### src/hw/rtl/gedp_pkg.sv
`default_nettype none
// ----------------------------------------------------------------------------
// GRE/ERSPAN decapsulation parser package
// Shared types and constants for the header parser and the descriptor
// builder.
// ----------------------------------------------------------------------------
package gedp_pkg;

   // IPv4 protocol number for GRE.
   localparam logic [7:0]  PROTO_GRE   = 8'd47;
   // GRE protocol types for ERSPAN type II and type III.
   localparam logic [15:0] TYPE_V1     = 16'h88be;
   localparam logic [15:0] TYPE_V2     = 16'h22eb;
   // ERSPAN header lengths in bytes.
   localparam logic [6:0]  HDR_V1      = 7'd8;
   localparam logic [6:0]  HDR_V2      = 7'd12;
   localparam logic [6:0]  SUBHDR_LEN  = 7'd8;
   // Byte of the ERSPAN header that carries the subheader bit.
   localparam logic [6:0]  SUBHDR_BYTE = 7'd11;
   // Width of header offsets: IP header plus GRE options and ERSPAN bytes.
   localparam int          OFF_W       = 7;
   localparam int          FIELD_W     = 15;

   // Descriptor status codes.
   typedef enum logic [2:0] {
      ST_OK      = 3'd0,
      ST_NOT_GRE = 3'd1,
      ST_EMPTY   = 3'd2,
      ST_UNKNOWN = 3'd3,
      ST_TRUNC   = 3'd4
   } status_type;

   // ERSPAN version codes.
   typedef enum logic [1:0] {
      VER_NONE = 2'd0,
      VER_1    = 2'd1,
      VER_2    = 2'd2
   } version_type;

   // Header fields gathered by the parser for one packet.
   typedef struct packed {
      logic        protocol_ok;
      logic [5:0]  ip_header_bytes;
      logic [2:0]  flag_bits;
      logic [15:0] encap_type;
      logic [15:0] gre_checksum;
      logic [31:0] gre_key;
      logic [31:0] gre_sequence;
      logic        subheader_seen;
   } summary_type;

   // One finished descriptor.
   typedef struct packed {
      status_type  status;
      logic [15:0] encap_type;
      logic [15:0] gre_checksum;
      logic [31:0] gre_key;
      logic [31:0] gre_sequence;
      logic [2:0]  present_mask;
      version_type erspan_version;
      logic [14:0] payload_offset;
      logic [14:0] payload_length;
   } descriptor_type;

endpackage
`default_nettype wire

### src/hw/rtl/gre_erspan_decap_parser.sv
`default_nettype none
// ----------------------------------------------------------------------------
// GRE/ERSPAN decapsulation parser
// Parses IPv4/GRE/ERSPAN type II and type III headers one byte per item and
// gives one descriptor per packet.
// ----------------------------------------------------------------------------
// The block takes one packet byte per cycle, starting at outer IPv4 header
// byte 0, with tlast on the final byte, and sustains one byte per cycle
// while the queue has room. The parser captures the header fields as bytes
// pass; the final byte puts a packet summary into a two-entry queue, and the
// descriptor builder turns it into a result, held in an output register
// until taken. A descriptor thus passes the queue and the output register
// before it is presented.
// Input stalls only when the queue is full, that is when two packet
// summaries wait behind an unread result. Bytes beyond MAX_LEN are
// ignored, and such a packet counts as MAX_LEN bytes long.
// ----------------------------------------------------------------------------
module gre_erspan_decap_parser #(
   parameter int MAX_LEN = 16384
) (
   input  wire logic         clock,
   input  wire logic         reset,
   input  wire logic         req_tvalid,
   output logic              req_tready,
   input  wire logic [7:0]   req_tdata,   // data_byte
   input  wire logic         req_tlast,   // last_byte
   output logic              rsp_tvalid,
   input  wire logic         rsp_tready,
   // encap_type[15:0], gre_checksum[31:16], gre_key[63:32], gre_sequence[95:64],
   // present_mask[98:96], erspan_version[100:99], payload_offset[115:101],
   // payload_length[130:116], zero fill[135:131]
   output logic [135:0]      rsp_tdata,
   output logic [2:0]        rsp_tuser    // status
);
   import gedp_pkg::*;

   localparam int POS_W   = $clog2(MAX_LEN + 1);
   localparam int ENTRY_W = POS_W + $bits(summary_type);

   logic                push, queue_full, pop, head_valid;
   summary_type         summary, head_summary;
   logic [POS_W-1:0]    byte_count, head_count;
   logic [ENTRY_W-1:0]  head_entry;
   descriptor_type      desc;

   // Byte parser.
   gedp_front #(
      .MAX_LEN (MAX_LEN),
      .POS_W   (POS_W)
   ) u_front (
      .clock      (clock),
      .reset      (reset),
      .in_valid   (req_tvalid),
      .in_byte    (req_tdata),
      .in_last    (req_tlast),
      .in_ready   (req_tready),
      .queue_full (queue_full),
      .push       (push),
      .summary    (summary),
      .byte_count (byte_count)
   );

   // Queue between parser and descriptor builder.
   gedp_queue #(
      .WIDTH (ENTRY_W)
   ) u_queue (
      .clock      (clock),
      .reset      (reset),
      .push       (push),
      .push_data  ({byte_count, summary}),
      .full       (queue_full),
      .pop        (pop),
      .head_valid (head_valid),
      .head_data  (head_entry)
   );

   assign head_count   = head_entry[ENTRY_W-1 -: POS_W];
   assign head_summary = head_entry[$bits(summary_type)-1:0];

   // Descriptor builder.
   gedp_back #(
      .POS_W (POS_W)
   ) u_back (
      .clock        (clock),
      .reset        (reset),
      .head_valid   (head_valid),
      .head_summary (head_summary),
      .head_count   (head_count),
      .pop          (pop),
      .out_valid    (rsp_tvalid),
      .out_ready    (rsp_tready),
      .out_desc     (desc)
   );

   // Result packing.
   assign rsp_tuser = desc.status;
   assign rsp_tdata = {5'b00000,
                       desc.payload_length,
                       desc.payload_offset,
                       desc.erspan_version,
                       desc.present_mask,
                       desc.gre_sequence,
                       desc.gre_key,
                       desc.gre_checksum,
                       desc.encap_type};

endmodule
`default_nettype wire

### src/hw/rtl/gedp_front.sv
`default_nettype none
// ----------------------------------------------------------------------------
// GRE/ERSPAN header parser
// Counts byte positions of the incoming packet, captures the IP and GRE
// header fields and hands a summary of each packet to the queue on its
// final byte.
// ----------------------------------------------------------------------------
module gedp_front #(
   parameter int MAX_LEN = 16384,
   parameter int POS_W   = 15
) (
   input  wire logic                 clock,
   input  wire logic                 reset,
   input  wire logic                 in_valid,
   input  wire logic [7:0]           in_byte,
   input  wire logic                 in_last,
   output logic                      in_ready,
   input  wire logic                 queue_full,
   output logic                      push,
   output gedp_pkg::summary_type     summary,
   output logic [POS_W-1:0]          byte_count
);
   import gedp_pkg::*;

   logic [POS_W-1:0] pos_ff, pos_in;
   summary_type      hold_ff, hold_in;
   logic             accept;
   logic [OFF_W-1:0] ihl, co, ko, so, po;
   logic [POS_W-1:0] p;

   assign in_ready = !queue_full;
   assign accept   = in_valid && in_ready;
   assign p        = pos_ff;

   // Header offsets; the header length from byte 0 applies at once.
   always_comb begin
      ihl = (pos_ff == '0) ? {1'b0, in_byte[3:0], 2'b00} : {1'b0, hold_ff.ip_header_bytes};
      co  = ihl + OFF_W'(4);
      ko  = co + (hold_ff.flag_bits[0] ? OFF_W'(4) : OFF_W'(0));
      so  = ko + (hold_ff.flag_bits[1] ? OFF_W'(4) : OFF_W'(0));
      po  = so + (hold_ff.flag_bits[2] ? OFF_W'(4) : OFF_W'(0));
   end

   // Field capture and packet summary.
   always_comb begin
      pos_in     = pos_ff;
      hold_in    = hold_ff;
      push       = 1'b0;
      summary    = hold_ff;
      byte_count = pos_ff;
      if (accept) begin
         if (pos_ff < POS_W'(MAX_LEN)) begin
            pos_in = pos_ff + POS_W'(1);
            if (p == '0) begin
               hold_in.ip_header_bytes = {in_byte[3:0], 2'b00};
            end
            if (p == POS_W'(9)) begin
               hold_in.protocol_ok = (in_byte == PROTO_GRE);
            end
            if (p == POS_W'(ihl)) begin
               hold_in.flag_bits = {in_byte[4], in_byte[5], in_byte[7]};
            end
            if (p == POS_W'(ihl + OFF_W'(2)) || p == POS_W'(ihl + OFF_W'(3))) begin
               hold_in.encap_type = {hold_ff.encap_type[7:0], in_byte};
            end
            // Fields behind the flag byte use the flags already held.
            if (p > POS_W'(ihl)) begin
               if (hold_ff.flag_bits[0] && p >= POS_W'(co) && p < POS_W'(co + OFF_W'(2))) begin
                  hold_in.gre_checksum = {hold_ff.gre_checksum[7:0], in_byte};
               end
               if (hold_ff.flag_bits[1] && p >= POS_W'(ko) && p < POS_W'(ko + OFF_W'(4))) begin
                  hold_in.gre_key = {hold_ff.gre_key[23:0], in_byte};
               end
               if (hold_ff.flag_bits[2] && p >= POS_W'(so) && p < POS_W'(so + OFF_W'(4))) begin
                  hold_in.gre_sequence = {hold_ff.gre_sequence[23:0], in_byte};
               end
               if (p == POS_W'(po + SUBHDR_BYTE)) begin
                  hold_in.subheader_seen = in_byte[0];
               end
            end
         end
         // The final byte sends the summary and starts a new packet.
         if (in_last) begin
            push       = 1'b1;
            summary    = hold_in;
            byte_count = pos_in;
            pos_in     = '0;
            hold_in    = '0;
         end
      end
   end

   // Parser state.
   always_ff @(posedge clock) begin
      if (reset) begin
         pos_ff  <= '0;
         hold_ff <= '0;
      end else begin
         pos_ff  <= pos_in;
         hold_ff <= hold_in;
      end
   end

endmodule
`default_nettype wire

### src/hw/rtl/gedp_queue.sv
`default_nettype none
// ----------------------------------------------------------------------------
// GRE/ERSPAN packet queue
// Two-entry queue that carries packet summaries from the parser to the
// descriptor builder, so that each side can stall on its own.
// ----------------------------------------------------------------------------
module gedp_queue #(
   parameter int WIDTH = 8
) (
   input  wire logic             clock,
   input  wire logic             reset,
   input  wire logic             push,
   input  wire logic [WIDTH-1:0] push_data,
   output logic                  full,
   input  wire logic             pop,
   output logic                  head_valid,
   output logic [WIDTH-1:0]      head_data
);
   logic [WIDTH-1:0] entry_ff [2];
   logic             wr_ff, wr_in;
   logic             rd_ff, rd_in;
   logic [1:0]       count_ff, count_in;
   logic             do_push, do_pop;

   assign full       = (count_ff == 2'd2);
   assign head_valid = (count_ff != 2'd0);
   assign head_data  = entry_ff[rd_ff];
   assign do_push    = push && !full;
   assign do_pop     = pop && head_valid;

   // Pointer and occupancy update.
   always_comb begin
      wr_in    = do_push ? !wr_ff : wr_ff;
      rd_in    = do_pop ? !rd_ff : rd_ff;
      count_in = count_ff;
      if (do_push && !do_pop) begin
         count_in = count_ff + 2'd1;
      end else if (do_pop && !do_push) begin
         count_in = count_ff - 2'd1;
      end
   end

   always_ff @(posedge clock) begin
      if (reset) begin
         wr_ff    <= 1'b0;
         rd_ff    <= 1'b0;
         count_ff <= 2'd0;
      end else begin
         wr_ff    <= wr_in;
         rd_ff    <= rd_in;
         count_ff <= count_in;
      end
   end

   // Entry storage.
   always_ff @(posedge clock) begin
      if (do_push) begin
         entry_ff[wr_ff] <= push_data;
      end
   end

endmodule
`default_nettype wire

### src/hw/rtl/gedp_back.sv
`default_nettype none
// ----------------------------------------------------------------------------
// GRE/ERSPAN descriptor builder
// Turns a packet summary into a descriptor with status, GRE fields and the
// location of the inner frame, and holds it in the result register.
// ----------------------------------------------------------------------------
module gedp_back #(
   parameter int POS_W = 15
) (
   input  wire logic                 clock,
   input  wire logic                 reset,
   input  wire logic                 head_valid,
   input  gedp_pkg::summary_type     head_summary,
   input  wire logic [POS_W-1:0]     head_count,
   output logic                      pop,
   output logic                      out_valid,
   input  wire logic                 out_ready,
   output gedp_pkg::descriptor_type  out_desc
);
   import gedp_pkg::*;

   localparam int CALC_W = (POS_W > FIELD_W) ? POS_W : FIELD_W;

   logic             valid_ff, valid_in;
   descriptor_type   desc_ff, desc_in;
   logic [OFF_W-1:0] po, hdr;
   logic [CALC_W-1:0] nr, plen, rest, off;
   logic              v1, v2;

   assign out_valid = valid_ff;
   assign out_desc  = desc_ff;
   assign pop       = head_valid && (!valid_ff || out_ready);

   // Descriptor from the queue head.
   always_comb begin
      po = OFF_W'(head_summary.ip_header_bytes) + OFF_W'(4)
         + (head_summary.flag_bits[0] ? OFF_W'(4) : OFF_W'(0))
         + (head_summary.flag_bits[1] ? OFF_W'(4) : OFF_W'(0))
         + (head_summary.flag_bits[2] ? OFF_W'(4) : OFF_W'(0));
      nr   = CALC_W'(head_count);
      plen = nr - CALC_W'(po);
      v1   = (head_summary.encap_type == TYPE_V1);
      v2   = (head_summary.encap_type == TYPE_V2);
      hdr  = v1 ? HDR_V1 : (HDR_V2 + (head_summary.subheader_seen ? SUBHDR_LEN : OFF_W'(0)));
      rest = plen - CALC_W'(hdr);
      off  = CALC_W'(po) + CALC_W'(hdr);

      desc_in.status         = ST_OK;
      desc_in.encap_type     = head_summary.encap_type;
      desc_in.gre_checksum   = head_summary.gre_checksum;
      desc_in.gre_key        = head_summary.gre_key;
      desc_in.gre_sequence   = head_summary.gre_sequence;
      desc_in.present_mask   = head_summary.flag_bits;
      desc_in.erspan_version = VER_NONE;
      desc_in.payload_offset = '0;
      desc_in.payload_length = '0;

      if (!head_summary.protocol_ok || nr < CALC_W'(po)) begin
         // Not GRE, or cut off inside the GRE header: report nothing else.
         desc_in        = '0;
         desc_in.status = ST_NOT_GRE;
      end else if (plen == '0) begin
         desc_in.status = ST_EMPTY;
      end else if (v1 || v2) begin
         desc_in.erspan_version = v1 ? VER_1 : VER_2;
         if (plen < CALC_W'(hdr)) begin
            desc_in.status = ST_TRUNC;
         end else begin
            desc_in.payload_offset = off[FIELD_W-1:0];
            desc_in.payload_length = rest[FIELD_W-1:0];
         end
      end else begin
         desc_in.status = ST_UNKNOWN;
      end
   end

   // Result register.
   always_comb begin
      valid_in = valid_ff;
      if (pop) begin
         valid_in = 1'b1;
      end else if (out_ready) begin
         valid_in = 1'b0;
      end
   end

   always_ff @(posedge clock) begin
      if (reset) begin
         valid_ff <= 1'b0;
      end else begin
         valid_ff <= valid_in;
      end
   end

   always_ff @(posedge clock) begin
      if (pop) begin
         desc_ff <= desc_in;
      end
   end

endmodule
`default_nettype wire
### config.mk
export PLATFORM = sky130hd
export DESIGN_NAME = gre_erspan_decap_parser
export DESIGN_NICKNAME = d
export VERILOG_FILES = /design/src/hw/rtl/gedp_pkg.sv /design/src/hw/rtl/gre_erspan_decap_parser.sv /design/src/hw/rtl/gedp_front.sv /design/src/hw/rtl/gedp_queue.sv /design/src/hw/rtl/gedp_back.sv
export SDC_FILE = /design/constraint.sdc
export NUM_CORES = 1
export LEC_CHECK = 0
export ABC_AREA = 1
export BUFFER_PORTS_ARGS = -buffer_cell sky130_fd_sc_hd__buf_2
export CORE_ASPECT_RATIO = 0.7
export CORE_MARGIN = 5
export CORE_UTILIZATION = 45
export CTS_CLUSTER_SIZE = 8
export DETAILED_ROUTE_END_ITERATION = 7
export GPL_TIMING_DRIVEN = 0
export PLACE_DENSITY_LB_ADDON = 0.05
export SLEW_MARGIN = 25
export SYNTH_ARGS = -nofsm -noshare
export SYNTH_HDL_FRONTEND = slang
export SYNTH_SLANG_ARGS = --single-unit
### constraint.sdc
create_clock -name clock -period 8.8 [get_ports clock]
set_input_delay 0.88 -clock clock [delete_from_list [all_inputs] [get_ports clock]]
set_output_delay 0.88 -clock clock [all_outputs]
set_load 0.02 [all_outputs]
[After elaboration in Yosys (flattened, before gate mapping)]
Memory sizes are Yosys's and may differ from the RTL's. A register that Yosys moved wholly into a read port is not among the register bits.
Index checks and enable logic that the tools add are counted.
Cells by class
  add/subtract/negate cells: 21
  order comparisons: 10
  equality and inequality tests: 9
  muxes and demuxes: 40
  bitwise gates (word level): 1
  reduce and logical (&&, ||, !) cells: 30
Operators with widths (number)
  $mux 107: 4
  $mux 81: 1
  $mux 32: 2
  $mux 15: 4
  $eq 15x15->1: 3
  $ge 15x7->1: 3
  $lt 15x15->1: 3
  $add 7x7->7: 6
  $mux 16: 2
  $logic_not 15->1: 2
  $lt 15x7->1: 2
  $sub 15x7->15: 2
  $add 7x2->8 const B: 3
  $mux 3: 8
  $add 7x3->8 const B: 2
  $eq 16x14->1 const B: 1
  $eq 16x16->1 const B: 1
  $add 15x1->15 const B: 1
  $eq 15x4->1 const B: 1
  $eq 15x7->1: 1
  $gt 15x7->1: 1
  $lt 15x15->1 const B: 1
  $logic_and 1x1->1: 12
  $mux 6: 2
  other kinds (19): 43
Storage, ports and cells
  bits in registers: 261
  RAM bits: 244
  input bits: 13
  output and inout bits: 141
  logic and storage cells: 135
  memories: 1
Memories
  u_queue.entry_ff: depth 2, bits a word 122, read ports 1, clocked after Yosys merged registers in 1, wr ports 1, line gedp_queue.sv:19  | logic [WIDTH-1:0] entry_ff [2];

[Logic depth before layout (Yosys ltp)]
  word-level depth: 13
  depth in mapped cells: 33
  gate-level depth less buffers: 29

[By module]
From an unflattened synthesis, not the netlist that was laid out.
Second synthesis, totals
  cell total of the unflattened synthesis: 2752
  area, all modules: 25974.9 µm²
Modules (own cells, without submodules)
  gedp_front: times used 1, cells an instance 1686, area an instance 10104.7 µm², seq. area each 2442.3 µm²
  gedp_queue: times used 1, cells an instance 417, area an instance 9377.7 µm², seq. area each 7427.1 µm²
  gedp_back: times used 1, cells an instance 643, area an instance 6451.2 µm², seq. area each 3833.7 µm²
  gre_erspan_decap_parser: times used 1, cells an instance 6, area an instance 41.3 µm², seq. area each 0.0 µm²

[Worst setup path after synthesis]
OpenSTA, ideal clock, no wires.
  kind: input-to-reg
  start: input rsp_tready
  end: register u_queue.count_ff[1]
  library setup time: 0.122 ns
  data arrival time: 8.366 ns
  data required time: 8.678 ns
  path slack: 0.312 ns
  stages on the path: 8
  path buffers: 0
  cells stage by stage: nor2_1 -> a21oi_1 -> inv_1 -> ha_1 -> a21oi_1 -> o21ai_0 -> o21ai_0 -> a21oi_1
Between the ends
  word-level cells in the longest chain between the ends: 6
  elaborated cells on any way between the ends: 8
  those cells by class: 1 x mux; 7 x reduce/logical
Ends and longest elaborated chain
  start, declared: line gre_erspan_decap_parser.sv:28  | input wire logic rsp_tready,
  $logic_or 1x1->1 (*): line gedp_back.sv:32  | assign pop = head_valid && (!valid_ff || out_ready);
  $logic_and 1x1->1 (*): line gedp_back.sv:32
  net pop: line gre_erspan_decap_parser.sv:40  | logic push, queue_full, pop, head_valid;
  $logic_and 1x1->1 (*): line gedp_queue.sv:29  | assign do_pop = pop && head_valid;
  $logic_not 1->1: line gedp_queue.sv:36  | if (do_push && !do_pop) begin
  $logic_and 1x1->1: line gedp_queue.sv:36
  $mux 2 or $reduce_bool 2->1 (tied branches)
  end signal, assigned: line gedp_queue.sv:51  | count_ff <= count_in;
  end, declared: line gedp_queue.sv:22  | logic [1:0] count_ff, count_in;
Mark *: on every way through the listed nets, which the timed path passes. The rest lies on a longest branch.
A chain may end at the register's enable or synchronous reset.

==> results.py <==
metrics = {
    "status": {
        "status": "finished, final reports clean",
    },
    "setup_path": {
        "critical_path_class": "reg -> reg",
        "crit_path_frequent_cell": "ha_1",
        "r2r_end": "u_back.out_desc[22]",
        "crit_arrival_ns": 7.77,
        "slowest_stage": "clkbuf_1",
        "r2r_slack_ns": 1.36,
        "cp-start-kind": "register",
        "crit_fanout": 10,
        "crit_path_max_incr_delay_ns": 0.68,
        "worst-endpoint-required_ns": 9.13,
        "critPathCaptureType": "register",
        "ff2ff_path_depth": 30,
        "critPathCapture": "u_back.out_desc[22]",
    },
    "route": {
        "dr_total_vias": 18860,
        "drc": 0,
        "drtIter0Drc": 1575,
        "viasPerCell": 5.168,
        "routed_wl_um": 66510,
        "antenna_left": 0,
        "routedWlPerCell_um": 18.23,
        "firstDrtPassIters": 5,
    },
    "timing": {
        "rsz0062_at_grt": "no",
        "tns_ns": 0,
        "period_needed_ns": 7.439,
        "setup_violations": 0,
        "relSlewSlack": 0.3802,
        "fin_ws_ns": 1.361,
        "hold_viol": 0,
        "fin_crit_sh": 0.8453,
        "fmax_mhz": 134.4,
        "final_max_slew_viol_count": 0,
        "worstMarginPinSlew_ns": 0.9297,
        "fin_skew_ns": 0.02182,
    },
    "clock_network": {
        "htree_levels": 3,
        "cts_setup_buffers": 0,
        "root_buffer": "clkbuf_16",
        "cts_buffer_depth": 3,
        "cts_buffers": 72,
        "hold_buffers": 0,
        "cts_tree": "yes",
        "clkLatencyLatePin_ns": 0.61,
        "clkSinkCount": 499,
        "cts_resized": 0,
        "clkTransAtPathRegs_ns": 0.05,
    },
    "global_routing": {
        "track_usage": 0.2244,
        "grt_pass1_vias": 18000,
        "grt_max_degree": 26,
        "antenna_found_initial": 3,
        "overflow": 0,
        "grt_pass1_wl_um": 103100,
    },
    "min_path": {
        "hold_path.class": "reg -> reg",
    },
    "logic_synthesis": {
        "synth_cell_types": 52,
        "synthTopCellsByArea": "edfxtp_1 46%, nand2_1 11%, dfxtp_1 11%",
        "yosysSeqAreaShare": 0.5616,
        "synthesis.instances": 2613,
        "synth_enable_flop_cells": 371,
        "synth_top_area_share": 0.4565,
        "synth_common_cells": "693 x nand2_1, 371 x edfxtp_1, 309 x inv_1",
        "synth_most_common_cell": "nand2_1",
        "syn_area_mm2": 0.02440,
        "yosys_warnings": 0,
        "syn-mean-instance-area_um2": 9.339,
        "synth_top_area_cell": "edfxtp_1",
        "ys_ff_latch": 499,
        "synth_ff_type": "edfxtp_1",
        "ys_async_sr_fraction": 0,
    },
    "power": {
        "power_density_mw_per_mm2": 317.9,
        "leakage_nw": 12.12,
        "vdd_drop_max_uv": 284.8,
        "power_w": 0.009133,
    },
    "finish": {
        "multi_input_area_mm2": 0.008942,
        "final_core_util": 0.5354,
        "drive_gt1_frac": 0.1494,
        "fin_cells": 3649,
        "seqCellArea_mm2": 0.01370,
        "syn_to_final_growth_pct": 17.74,
        "fin_nets": 2954,
        "fillerInstances": 4842,
    },
    "placed_design": {
        "dp_slack_ns": 1.401,
        "io_buffers": 141,
        "place.gp.congestion": 0.9059,
        "placed_cells": 3515,
        "dp_hpwl_um": 47810,
    },
    "floorplanning": {
        "ios": 154,
        "row_count": 71,
        "die_h_um": 204.8,
        "coreArea_mm2": 0.05366,
        "start_util": 0.4548,
        "die_w_um": 288.3,
        "die-area_mm2": 0.05906,
    },
    "job": {
        "max_cap_violations": 0,
    },
}
## how the worst min path moves through the flow
stage | from | endpoint | slack (ns) | depth (start not counted)
2_1_floorplan | u_queue.rd_ff | register | 0.43 | 1
3_3_place_gp | u_queue.rd_ff | u_queue.rd_ff | 0.44 | 1
3_5_place_dp | u_queue.rd_ff | u_queue.rd_ff | 0.45 | 1
4_1_cts | u_queue.rd_ff | u_queue.rd_ff | 0.46 | 1
5_1_grt | u_front.hold_ff[29] | u_front.hold_ff[29] | 0.47 | 2
6_report | u_front.hold_ff[29] | u_front.hold_ff[29] | 0.46 | 2
## cell type report
type	instances	share of cell area
clock buffers	127	0.07173
well taps	730	0.03179
flip-flops and latches	499	0.4770
inverters	316	0.04137
plain buffers	134	0.02234
multi-input cells	1676	0.3113
diodes	1	0.00008710
repair buffers	160	0.04172
clock inverters	6	0.002744
## power breakdown
part           internal, W  leakage (nW)  switching (W)
registers          0.00307          4.59      0.0000993
logic              0.00107          6.51        0.00228
clock network      0.00159          1.02        0.00103
## cells by family after synthesis
logic type | count (synthesis) | synth area share
simple gates | 1004 | 0.1738
flops | 499 | 0.5616
compound gates | 486 | 0.1115
buf+inv | 450 | 0.07491
fa+ha+maj | 82 | 0.04328
xor+xnor | 50 | 0.01825
mux | 40 | 0.01641
other cells | 2 | 0.0003078
## layout by cell type (no fill, tap or decap), types with 5 or more instances in the layout
cell,n
buf_1,6
o21ai_2,28
o21ai_1,27
o21ai_0,154
nand2_4,5
inv_2,6
conb_1,14
clkbuf_16,74
mux2i_1,40
xnor2_1,11
nand2_1,693
ha_1,78
nor2_1,122
nor4_1,7
clkbuf_1,140
buf_4,13
nand2_2,50
xor2_1,38
o21bai_1,5
nand3_2,5
a21oi_1,227
buf_16,15
a211oi_1,5
buf_6,9
inv_1,309
nor3_1,16
edfxtp_1,371
nor2_2,7
nand4_1,16
nand3_1,47
buf_2,158
dfxtp_1,128
or2_2,19
a21oi_2,23
## metrics by stage
stage / area, um2 / hold WS [ns]
floorplan: 24450 / 0.4255
global placement: 26070 / 0.4412
detailed placement: 26590 / 0.4542
CTS: 28730 / 0.4636
global route: 28730 / 0.4749
finish: 28730 / 0.4632
## registers in the layout, indices dropped and copies added, names as in the netlist, named ones only
| register | cells |
|---|---|
| u_front.hold_ff | 107 |
| u_queue.entry_ff | 244 |
| u_back.out_valid | 1 |
| u_back.out_desc | 127 |
| u_front.p | 15 |
| u_queue.rd_ff | 1 |
| u_queue.count_ff | 2 |
| u_queue.wr_ff | 1 |
## critical path, delay by kind of cell, from the launching register on
kind	cells	cell delay [ns]
buf+inv	10	2.99
compound gates	1	0.17
fa+ha+maj	6	1.87
simple gates	12	1.55
xor+xnor	1	0.26
flops	1	0.30
## routing by layer
layer / global-route usage / up-vias / part of all wire
met5: 0 / - / 0
met4: 0.05131 / 0 / 0.018
met3: 0.05050 / 92 / 0.077
met2: 0.3197 / 621 / 0.42
met1: 0.3480 / 9004 / 0.49
li1: - / 9141 / -
Power figures use the tool's default switching activity.
